$ cat config.mk
export PLATFORM = sky130hd
export DESIGN_NAME = ambient_light_auto_dimmer
export DESIGN_NICKNAME = d
export VERILOG_FILES = /design/src/design/ald_pkg.sv /design/src/design/ald_filter.sv /design/src/design/ald_scale.sv /design/src/design/ambient_light_auto_dimmer.sv
export SDC_FILE = /design/constraint.sdc
export NUM_CORES = 2
export LEC_CHECK = 0
export BUFFER_PORTS_ARGS = -buffer_cell sky130_fd_sc_hd__buf_2
export CAP_MARGIN = 30
export CORE_ASPECT_RATIO = 1.5
export CORE_MARGIN = 2
export CORE_UTILIZATION = 50
export DETAILED_ROUTE_END_ITERATION = 8
export HOLD_SLACK_MARGIN = 0.02
export PLACE_DENSITY = 0.66
export SLEW_MARGIN = 20
export SYNTH_ARGS = -nofsm -noshare
export SYNTH_HDL_FRONTEND = slang
export SYNTH_SLANG_ARGS = --single-unit
$ cat constraint.sdc
create_clock -name clk -period 10.3 [get_ports clk]
set_input_delay 1.03 -clock clk [delete_from_list [all_inputs] [get_ports clk]]
set_output_delay 1.03 -clock clk [all_outputs]
set_load 0.05 [all_outputs]
$ cat src/design/ald_pkg.sv
// Shared constants, types and fixed-point sizing for the ambient light auto dimmer.
package ald_pkg;

  localparam int ADC_BITS  = 12;
  localparam int FILT_W    = ADC_BITS + 8;          // Q.8 filtered level
  localparam int SUM_W     = FILT_W + 8;            // EMA accumulation
  localparam int CNT_W     = 16;
  localparam int CEIL_W    = 8;
  localparam int CFG_W     = 16;
  localparam int CFG_IDX_W = 2;

  // scaling: brightness = ceil * (2*FULL + 3*F) / (5*FS*256)
  localparam int NUM_W     = FILT_W + 3;
  localparam int PROD_W    = NUM_W + CEIL_W;
  localparam int X_W       = PROD_W - 8;            // product with the 256 factor dropped
  localparam int DIV_W     = ADC_BITS + 3;
  localparam int K_SHIFT   = X_W + DIV_W;
  localparam int RECIP_W   = K_SHIFT - DIV_W + 2;
  localparam int QPROD_W   = X_W + RECIP_W;

  localparam longint ADC_FS  = (longint'(1) << ADC_BITS) - 1;
  localparam longint DIVISOR = 5 * ADC_FS;
  localparam longint RECIP_L = ((longint'(1) << K_SHIFT) + DIVISOR - 1) / DIVISOR;

  localparam logic [RECIP_W-1:0] RECIP     = RECIP_W'(RECIP_L);
  localparam logic [FILT_W-1:0]  FILT_FULL = {{ADC_BITS{1'b1}}, 8'h00};
  localparam logic [FILT_W-1:0]  FILT_RST  = {1'b1, {(FILT_W-1){1'b0}}};
  localparam logic [NUM_W-1:0]   NUM_BASE  = NUM_W'({FILT_FULL, 1'b0});

  localparam logic [7:0]         ALPHA_REST = 8'd205;
  localparam logic [5:0]         ALPHA_NUM  = 6'd51;
  localparam logic [CEIL_W-1:0]  OUT_FLOOR  = 8'd16;

  localparam logic [CEIL_W-1:0]  CEIL_RST   = 8'd255;
  localparam logic [CNT_W-1:0]   SAMPLE_RST = 16'd500;
  localparam logic [CNT_W-1:0]   APPLY_RST  = 16'd3000;

  localparam logic OP_TICK = 1'b0;
  localparam logic OP_SEED = 1'b1;

  localparam logic [CFG_IDX_W-1:0] REG_CEILING = 2'd0;
  localparam logic [CFG_IDX_W-1:0] REG_SAMPLE  = 2'd1;
  localparam logic [CFG_IDX_W-1:0] REG_APPLY   = 2'd2;

  typedef struct packed {
    logic                vld;
    logic [FILT_W-1:0]   level;
    logic [CEIL_W-1:0]   ceiling;
  } ald_emit_t;

endpackage

$ cat src/design/ald_filter.sv
// Interval counters and EMA filter state, updated as each item leaves the input register.
module ald_filter import ald_pkg::*; (
  input  logic                clk,
  input  logic                rst_n,
  input  logic                item_vld,
  input  logic                item_op,
  input  logic [ADC_BITS-1:0] item_adc,
  input  logic [CEIL_W-1:0]   ceiling,
  input  logic [CNT_W-1:0]    sample_ivl,
  input  logic [CNT_W-1:0]    apply_ivl,
  input  logic                down_rdy,
  output logic                item_take,
  output ald_emit_t           emit
);

  logic [FILT_W-1:0] filt_r, filt_nxt;
  logic [CNT_W-1:0]  sample_cnt_r, sample_cnt_nxt;
  logic [CNT_W-1:0]  apply_cnt_r, apply_cnt_nxt;
  logic [CNT_W-1:0]  sample_up, apply_up;
  logic              sample_fire, apply_fire;
  logic [SUM_W-1:0]  ema_sum;
  logic [FILT_W-1:0] filt_tick;

  assign item_take = item_vld && down_rdy;

  // saturating increments
  assign sample_up   = (sample_cnt_r == '1) ? sample_cnt_r : sample_cnt_r + 1'b1;
  assign apply_up    = (apply_cnt_r == '1) ? apply_cnt_r : apply_cnt_r + 1'b1;
  assign sample_fire = sample_up >= sample_ivl;
  assign apply_fire  = apply_up >= apply_ivl;

  // F' = (F*205 + adc*51*256) >> 8; stays within full scale
  assign ema_sum   = (SUM_W'(filt_r) * SUM_W'(ALPHA_REST))
                   + (SUM_W'({item_adc, 8'h00}) * SUM_W'(ALPHA_NUM));
  assign filt_tick = sample_fire ? ema_sum[SUM_W-1:8] : filt_r;

  always_comb begin
    filt_nxt       = filt_r;
    sample_cnt_nxt = sample_cnt_r;
    apply_cnt_nxt  = apply_cnt_r;
    if (item_take) begin
      if (item_op == OP_SEED) begin
        filt_nxt = {item_adc, 8'h00};
      end else begin
        filt_nxt       = filt_tick;
        sample_cnt_nxt = sample_fire ? '0 : sample_up;
        apply_cnt_nxt  = apply_fire ? '0 : apply_up;
      end
    end
  end

  assign emit.vld     = item_take && (item_op == OP_TICK) && apply_fire;
  assign emit.level   = filt_tick;
  assign emit.ceiling = ceiling;

  always_ff @(posedge clk) begin
    if (!rst_n) begin
      filt_r       <= FILT_RST;
      sample_cnt_r <= '0;
      apply_cnt_r  <= '0;
    end else begin
      filt_r       <= filt_nxt;
      sample_cnt_r <= sample_cnt_nxt;
      apply_cnt_r  <= apply_cnt_nxt;
    end
  end

  a_filt_range: assert property (@(posedge clk) disable iff (!rst_n)
    filt_r <= FILT_FULL) else $error("filter level above full scale");

  a_seed_keeps_cnt: assert property (@(posedge clk) disable iff (!rst_n)
    item_take && (item_op == OP_SEED) |=> $stable(sample_cnt_r) && $stable(apply_cnt_r))
    else $error("seed item moved a counter");

  a_emit_clears: assert property (@(posedge clk) disable iff (!rst_n)
    emit.vld |=> apply_cnt_r == '0) else $error("apply counter not cleared on emit");

endmodule

$ cat src/design/ald_scale.sv
// Brightness scaling pipeline: ceiling product, reciprocal divide, floor, result register.
module ald_scale import ald_pkg::*; (
  input  logic                clk,
  input  logic                rst_n,
  input  ald_emit_t           emit,
  output logic                load_rdy,
  output logic                out_valid,
  input  logic                out_ready,
  output logic [CEIL_W-1:0]   out_brightness,
  output logic [ADC_BITS-1:0] out_light_level
);

  logic                s2_vld_r;
  logic [FILT_W-1:0]   s2_level_r;
  logic [CEIL_W-1:0]   s2_ceil_r;
  logic                s3_vld_r;
  logic [X_W-1:0]      s3_x_r;
  logic [ADC_BITS-1:0] s3_level_r;
  logic                out_vld_r;
  logic [CEIL_W-1:0]   out_bright_r;
  logic [ADC_BITS-1:0] out_level_r;

  logic                out_adv, s3_adv;
  logic [NUM_W-1:0]    num;
  logic [PROD_W-1:0]   prod;
  logic [QPROD_W-1:0]  qprod;
  logic [CEIL_W-1:0]   quot, bright_nxt;

  assign out_adv  = !out_vld_r || out_ready;
  assign s3_adv   = !s3_vld_r || out_adv;
  assign load_rdy = !s2_vld_r || s3_adv;

  assign num  = NUM_BASE + (NUM_W'(s2_level_r) * NUM_W'(3));
  assign prod = PROD_W'(s2_ceil_r) * PROD_W'(num);

  // exact floor(x / (5*FS)) for every x of X_W bits
  assign qprod      = QPROD_W'(s3_x_r) * QPROD_W'(RECIP);
  assign quot       = qprod[K_SHIFT +: CEIL_W];
  assign bright_nxt = (quot < OUT_FLOOR) ? OUT_FLOOR : quot;

  always_ff @(posedge clk) begin
    if (!rst_n) begin
      s2_vld_r  <= 1'b0;
      s3_vld_r  <= 1'b0;
      out_vld_r <= 1'b0;
    end else begin
      if (load_rdy) s2_vld_r  <= emit.vld;
      if (s3_adv)   s3_vld_r  <= s2_vld_r;
      if (out_adv)  out_vld_r <= s3_vld_r;
    end
  end

  always_ff @(posedge clk) begin
    if (load_rdy) begin
      s2_level_r <= emit.level;
      s2_ceil_r  <= emit.ceiling;
    end
    if (s3_adv) begin
      s3_x_r     <= prod[PROD_W-1:8];
      s3_level_r <= s2_level_r[FILT_W-1:8];
    end
    if (out_adv) begin
      out_bright_r <= bright_nxt;
      out_level_r  <= s3_level_r;
    end
  end

  assign out_valid       = out_vld_r;
  assign out_brightness  = out_bright_r;
  assign out_light_level = out_level_r;

  a_floor: assert property (@(posedge clk) disable iff (!rst_n)
    out_vld_r |-> out_bright_r >= OUT_FLOOR) else $error("brightness below floor");

  a_no_drop: assert property (@(posedge clk) disable iff (!rst_n)
    s3_vld_r && out_vld_r && !out_ready |=> s3_vld_r && out_vld_r)
    else $error("stalled item lost in scaling pipeline");

endmodule

$ cat src/design/ambient_light_auto_dimmer.sv
// Top level of the ambient light auto dimmer: config registers, input register, filter and scaler.
//
//   channel | handshake            | payload
//   --------+----------------------+-----------------------------------------
//   in      | in_valid / in_ready  | in_op, in_adc_sample
//   out     | out_valid/ out_ready | out_brightness, out_light_level
//   cfg     | cfg_we               | cfg_index, cfg_wdata
//
// One item accepted per cycle when the output is drained. Once a tick leaves
// the input register, the filter update goes into the scale stage, the ceiling
// multiply into s3_x_r and the reciprocal divide into the result register.
// Filter and counters update as an item leaves the input register, so item
// order is kept. Output stalls back up through the pipeline to in_ready.
// Reset is synchronous; config registers reset to 255 / 500 / 3000.
module ambient_light_auto_dimmer import ald_pkg::*; (
  input  logic                 clk,
  input  logic                 rst_n,
  input  logic                 in_valid,
  output logic                 in_ready,
  input  logic                 in_op,
  input  logic [ADC_BITS-1:0]  in_adc_sample,
  output logic                 out_valid,
  input  logic                 out_ready,
  output logic [CEIL_W-1:0]    out_brightness,
  output logic [ADC_BITS-1:0]  out_light_level,
  input  logic                 cfg_we,
  input  logic [CFG_IDX_W-1:0] cfg_index,
  input  logic [CFG_W-1:0]     cfg_wdata
);

  logic [CEIL_W-1:0]   ceil_r;
  logic [CNT_W-1:0]    sample_ivl_r, apply_ivl_r;
  logic                in_vld_r;
  logic                in_op_r;
  logic [ADC_BITS-1:0] in_adc_r;
  logic                item_take, load_rdy;
  ald_emit_t           emit;

  always_ff @(posedge clk) begin
    if (!rst_n) begin
      ceil_r       <= CEIL_RST;
      sample_ivl_r <= SAMPLE_RST;
      apply_ivl_r  <= APPLY_RST;
    end else if (cfg_we) begin
      unique case (cfg_index)
        REG_CEILING: ceil_r       <= cfg_wdata[CEIL_W-1:0];
        REG_SAMPLE:  sample_ivl_r <= cfg_wdata;
        REG_APPLY:   apply_ivl_r  <= cfg_wdata;
        default: ;
      endcase
    end
  end

  assign in_ready = !in_vld_r || item_take;

  always_ff @(posedge clk) begin
    if (!rst_n) begin
      in_vld_r <= 1'b0;
    end else if (in_ready) begin
      in_vld_r <= in_valid;
    end
  end

  always_ff @(posedge clk) begin
    if (in_valid && in_ready) begin
      in_op_r  <= in_op;
      in_adc_r <= in_adc_sample;
    end
  end

  ald_filter u_filter (
    .clk        (clk),
    .rst_n      (rst_n),
    .item_vld   (in_vld_r),
    .item_op    (in_op_r),
    .item_adc   (in_adc_r),
    .ceiling    (ceil_r),
    .sample_ivl (sample_ivl_r),
    .apply_ivl  (apply_ivl_r),
    .down_rdy   (load_rdy),
    .item_take  (item_take),
    .emit       (emit)
  );

  ald_scale u_scale (
    .clk             (clk),
    .rst_n           (rst_n),
    .emit            (emit),
    .load_rdy        (load_rdy),
    .out_valid       (out_valid),
    .out_ready       (out_ready),
    .out_brightness  (out_brightness),
    .out_light_level (out_light_level)
  );

  a_hold_when_busy: assert property (@(posedge clk) disable iff (!rst_n)
    in_vld_r && !item_take |=> in_vld_r && $stable(in_op_r) && $stable(in_adc_r))
    else $error("pending item lost from input register");

endmodule
# Yosys cells after proc, flatten, opt, wreduce, memory -nomap -nowiden
# Index checks and enable logic that the tools add are counted.
# op_classes
n_reduce_logical,17
n_mux,6
n_lt_le_gt_ge,3
n_mul,5
bitwise_logic,1
addsub,4
eq_ne,4
# ops
operator,n
$mux W16,4
$mul A23 B24 Y46 const B,1
$mux W20,2
$add A16 B1 Y16 const B,2
$eq A16 B16 Y1 const B,2
$ge A16 B16 Y1,2
$mul A8 B23 Y31,1
$add A28 B26 Y28,1
$mul A20 B8 Y28 const B,1
$add A21 B22 Y23 const A,1
$mul A20 B2 Y22 const B,1
$mul A12 B6 Y18 const B,1
$lt A8 B5 Y1 const B,1
$reduce_and A2 Y1,4
$logic_and A1 B1 Y1,4
$logic_not A1 Y1,4
$logic_or A1 B1 Y1,4
$eq A2 B1 Y1 const B,1
$eq A2 B2 Y1 const B,1
$logic_not A2 Y1,1
$not A1 Y1,1
# word_totals
output_inout_bits,22
elab_cells,58
ff_bits,192

# Depth between registers and ports, before layout
# logic_depth
ltp_word,7
mapped_depth,31
ltp_nobuf,31

# Modules after synthesis
# From an unflattened synthesis, not the netlist that was laid out.
# hier_totals
cells_unflattened,2946
hier_area_um2,28255.8
# modules_own_cells
module,area_per_inst_um2,cells_each,instances
ald_scale,17581.9,1746,1
ald_filter,8610.8,1022,1
ambient_light_auto_dimmer,2063.2,178,1

# Worst setup path after synthesis
# OpenSTA, ideal clock, no wires.
# synth_path
kind,flip-flop to flip-flop
start,register u_scale.s2_level_r[1]
end,"register u_scale.s3_x_r[20], data pin"
path_stages_with_launch,32
setup_slack_ps,2767
t_required_ps,10042
arrival_time_ps,7275
cell_sequence,edfxtp_1 > ha_1 > ha_1 > inv_1 > fa_1 > nor2b_1 > o21ai_0 > a21boi_0 > o221ai_1 > a21oi_1 > or4_1 > a41oi_1 > nor2b_1 > xnor2_1 > and2_1 > fa_1 > fa_1 > fa_1 > inv_1 > fa_1 > inv_1 > ha_1 > nand4_1 > nor2_1 > a221oi_1 > o31ai_1 > a32o_1 > o31a_1 > o21a_1 > or4_1 > a31oi_1 > xnor2_1
# synth_between
elab_chain_cells,3
# synth_lines
element,line,source
start: declaration,ald_scale.sv:14,logic [FILT_W-1:0] s2_level_r;
start signal: assignment,ald_scale.sv:55,s2_level_r <= emit.level;
$mul A20 B2 Y22,ald_scale.sv:33,assign num = NUM_BASE + (NUM_W'(s2_level_r) * NUM_W'(3));
$add A21 B22 Y23,ald_scale.sv:33,
$mul A8 B23 Y31,ald_scale.sv:34,assign prod = PROD_W'(s2_ceil_r) * PROD_W'(num);
named net u_scale.prod[28],ald_scale.sv:25,logic [PROD_W-1:0] prod;
end signal: assignment,ald_scale.sv:59,s3_x_r <= prod[PROD_W-1:8];
end: declaration,ald_scale.sv:17,logic [X_W-1:0] s3_x_r;
# The timed path passes the listed nets, and every way through them passes these cells.
# A chain may end at the register's enable or synchronous reset.

# Final worst setup path
# layout_path
start,register u_scale.s2_level_r[2]
end,"register u_scale.s3_x_r[20], data pin"
# Same word-level chain as after synthesis.

==> summary.md <==
| Metric | Value |
|---|---|
| Later-pin clock latency in the skew report | `between 0.4 and 0.5 ns` |
| Die Height | `290.2 µm` |
| Syn_area_per_cell | `9.501 µm²` |
| Final Non-Filler Cells | `3614` |
| Vias in the first global route | `approximately 21000` |
| Port bufs | `57` |
| Final hold vios | `0` |
| CTS sink count | `192` |
| Worst path max stage delay | `0.51 ns` |
| Top FF cell, synth | `edfxtp_1` |
| Worst-Margin Slew | `0.8752 ns` |
| Status | `completed` |
| Final WS setup | `between 1.5 and 2 ns` |
| Die area | `around 57000 µm²` |
| Worst Hold Class | `flop to flop` |
| Postcts setup bufs | `0` |
| CP max FO | `8` |
| Startpoint type of the worst setup path | `flop` |
| MaxCap Viol Count | `0` |
| Post-synthesis async set-or-reset flop share | `0%` |
| Synth top area share | `28.09%` |
| Initial Util | `~51%` |
| 1st-pass router iterations | `5` |
| Die width | `approximately 190 µm` |
| Peak Freq | `about 120 MHz` |
| Fraction of layout cells with a size suffix above 1 | `4.239%` |
| Placed cell count | `3580` |
| CTS hold repair buffers | `0` |
| Setup crit start | `u_scale.s2_level_r[2]` |
| Hold Path Origin | `u_scale.s3_level_r[4]` |
| Worst-case clock buffer depth | `2` |
| Clock root cell | `clkbuf_16` |
| Rows | `104` |
| Detail Route Antenna Nets | `0` |
| Crit Path Category | `flop to flop` |
| CP Data Required Time | `10.51 ns` |
| CP max stage cell | `fa_1` |
| H-Tree Depth | `4` |
| Area leader, netlist | `fa_1` |
| Post-synth EDFFs | `96` |
| Detailed placer's ending HPWL | `57.03 mm` |
| Crit path arrival time | `approximately 8.6 ns` |
| GRT Overall Usage | `between 20 and 25%` |
| Number of remaining DRC errors | `0` |
| Final wirelength | `65.96 mm` |
| Unrepaired setup endpoints after global routing | `no` |
| Final #Nets | `roughly 3800` |
| DP Worst Slack | `slightly above 2 ns` |
| Cell variety after synth | `70` |
| Area growth syn-to-layout | `6.197%` |
| Area contributors post-synth | `fa_1 28%, ha_1 20%, edfxtp_1 11%` |
| Commonest non-fill, non-tap cell in the layout | `inv_1` |
| Post-Syn Instances | `~2900` |
| Remaining global-route overflow | `0` |
| Most frequent cells in the layout | `656 x inv_1, 428 x ha_1, 383 x fa_1` |
| Core Region | `between 50000 and 60000 µm²` |
| Initial antenna violation count | `0` |
| Final Max Tran Viols | `0` |
| #FFs+latches synth | `around 190` |
| 1st-iter DRT viols | `between 700 and 800` |
| First-pass GRT wire length | `108.3 mm` |
| Largest net degree at the start of global routing | `43` |
| Synth warn | `0` |
| Crit-path most repeated cell | `fa_1` |
| Sequential share of the synthesized area | `roughly 18%` |
| Routability-driven placement congestion ratio | `about 0.98` |
| Setup Skew | `0.02389 ns` |
| Crit end category | `flop` |
| Reg2reg start | `u_scale.s2_level_r[2]` |
| # resized after CTS | `0` |
| TNS Setup | `0 ns` |
| Final setup fails | `0` |
| Final min period | `8.356 ns` |
| FILL cells | `about 5000` |
| CTS tree | `built` |
| Post-route clock period utilization | `81.12%` |
| Post-Syn Area | `between 20000 and 30000 µm²` |
| Fin util | `53.81%` |
| Reg clk slew, reported paths | `0.09 ns` |
| Synth Net Count | `3720` |
| Wire per inst | `18.25 µm` |
| Ant. Diodes | `0` |
| Total CTS buffers | `17` |
| Slew headroom | `41.65%` |
| Number of I/O pins | `58` |
| DR vias/cell | `approximately 5.4` |
| DR vias | `19430` |
[routing by layer]
layer	GRT usage, %	wire (µm)
met5	0	0
met4	14.56	4231
met3	1.953	1236
met2	46.98	36320
met1	25.32	24170
[registers in the layout, summed over array words and instances (netlist names)]
register	count
u_scale.out_brightness	8
in_adc_r	12
u_scale.s2_vld_r	1
u_scale.out_valid	1
u_filter.sample_cnt_r	16
u_scale.s2_level_r	20
in_vld_r	1
ceil_r	8
in_op_r	1
u_filter.apply_cnt_r	16
u_scale.s3_vld_r	1
u_scale.s3_x_r	23
sample_ivl_r	16
u_filter.filt_r	20
u_scale.out_light_level	12
u_scale.s2_ceil_r	8
apply_ivl_r	16
u_scale.s3_level_r	12
[synth_stat cells (7+ instances only)]
cell type / instances
and3_1: 21
nand2_1: 210
a211oi_1: 10
and4_1: 10
nor2b_1: 29
nand3b_1: 7
a22oi_1: 11
nor2_1: 133
o211ai_1: 17
a31oi_1: 11
xor2_1: 41
edfxtp_1: 96
o21ai_0: 54
clkbuf_1: 44
a21oi_1: 117
nand2b_1: 21
and2_1: 128
nand4_1: 19
nand3_1: 45
o21a_1: 21
a21o_1: 44
xnor2_1: 70
ha_1: 428
o221ai_1: 7
o21bai_1: 10
inv_1: 656
fa_1: 383
a31o_2: 7
o31ai_1: 9
dfxtp_1: 96
nor3_1: 22
[worst max-delay path, delay by kind of cell (launching register included)]
kind,cells,cell delay (ns)
compound gates,11,2.54
xor+xnor,2,0.52
fa+ha+maj,8,3.14
buf+inv,3,0.15
flops,1,0.42
simple gates,7,1.31
[path summary, 6_finish.rpt]
path	to	slack [ns]	depth (start not counted)
worst max-delay path	u_scale.s3_x_r[20]	1.94	31
worst min-delay path	u_scale.out_light_level[4]	0.43	0
worst max register to register	u_scale.s3_x_r[20]	1.94	31
worst min register to register	u_scale.out_light_level[4]	0.43	0
[cell type report]
cell class	instances	area, µm²	area share, %
inverter	658	2470	8.520
multi-input combinational	1975	19850	68.49
clock buffer	17	425.4	1.468
sequential	192	4805	16.57
tap	689	862.1	2.974
timing repair buffer	68	382.9	1.321
clock inverter	15	188.9	0.6518
[per-stage QoR]
step           hold slack, ns  area, µm²
4_1_cts                0.4246      28960
5_1_grt                0.4389      28990
3_5_place_dp           0.4066      28350
6_report               0.4287      28990
3_3_place_gp           0.4015      28320
2_1_floorplan          0.4003      27300
[cells by family (layout without fill, tap and decap cells)]
| family | count (synthesis) | after routing | share of synthesized area (%) |
|---|---|---|---|
| compound gates | 373 | 373 | 8.966 |
| xor+xnor | 111 | 111 | 3.562 |
| fa+ha+maj | 811 | 811 | 47.71 |
| buf+inv | 706 | 758 | 9.713 |
| flops | 192 | 192 | 17.60 |
| mux | 6 | 6 | 0.2338 |
| simple gates | 674 | 674 | 12.22 |
Power is left out: the tool's default activity adds up to more than one toggle a clock period on the data nets, which glitch-free logic cannot reach.
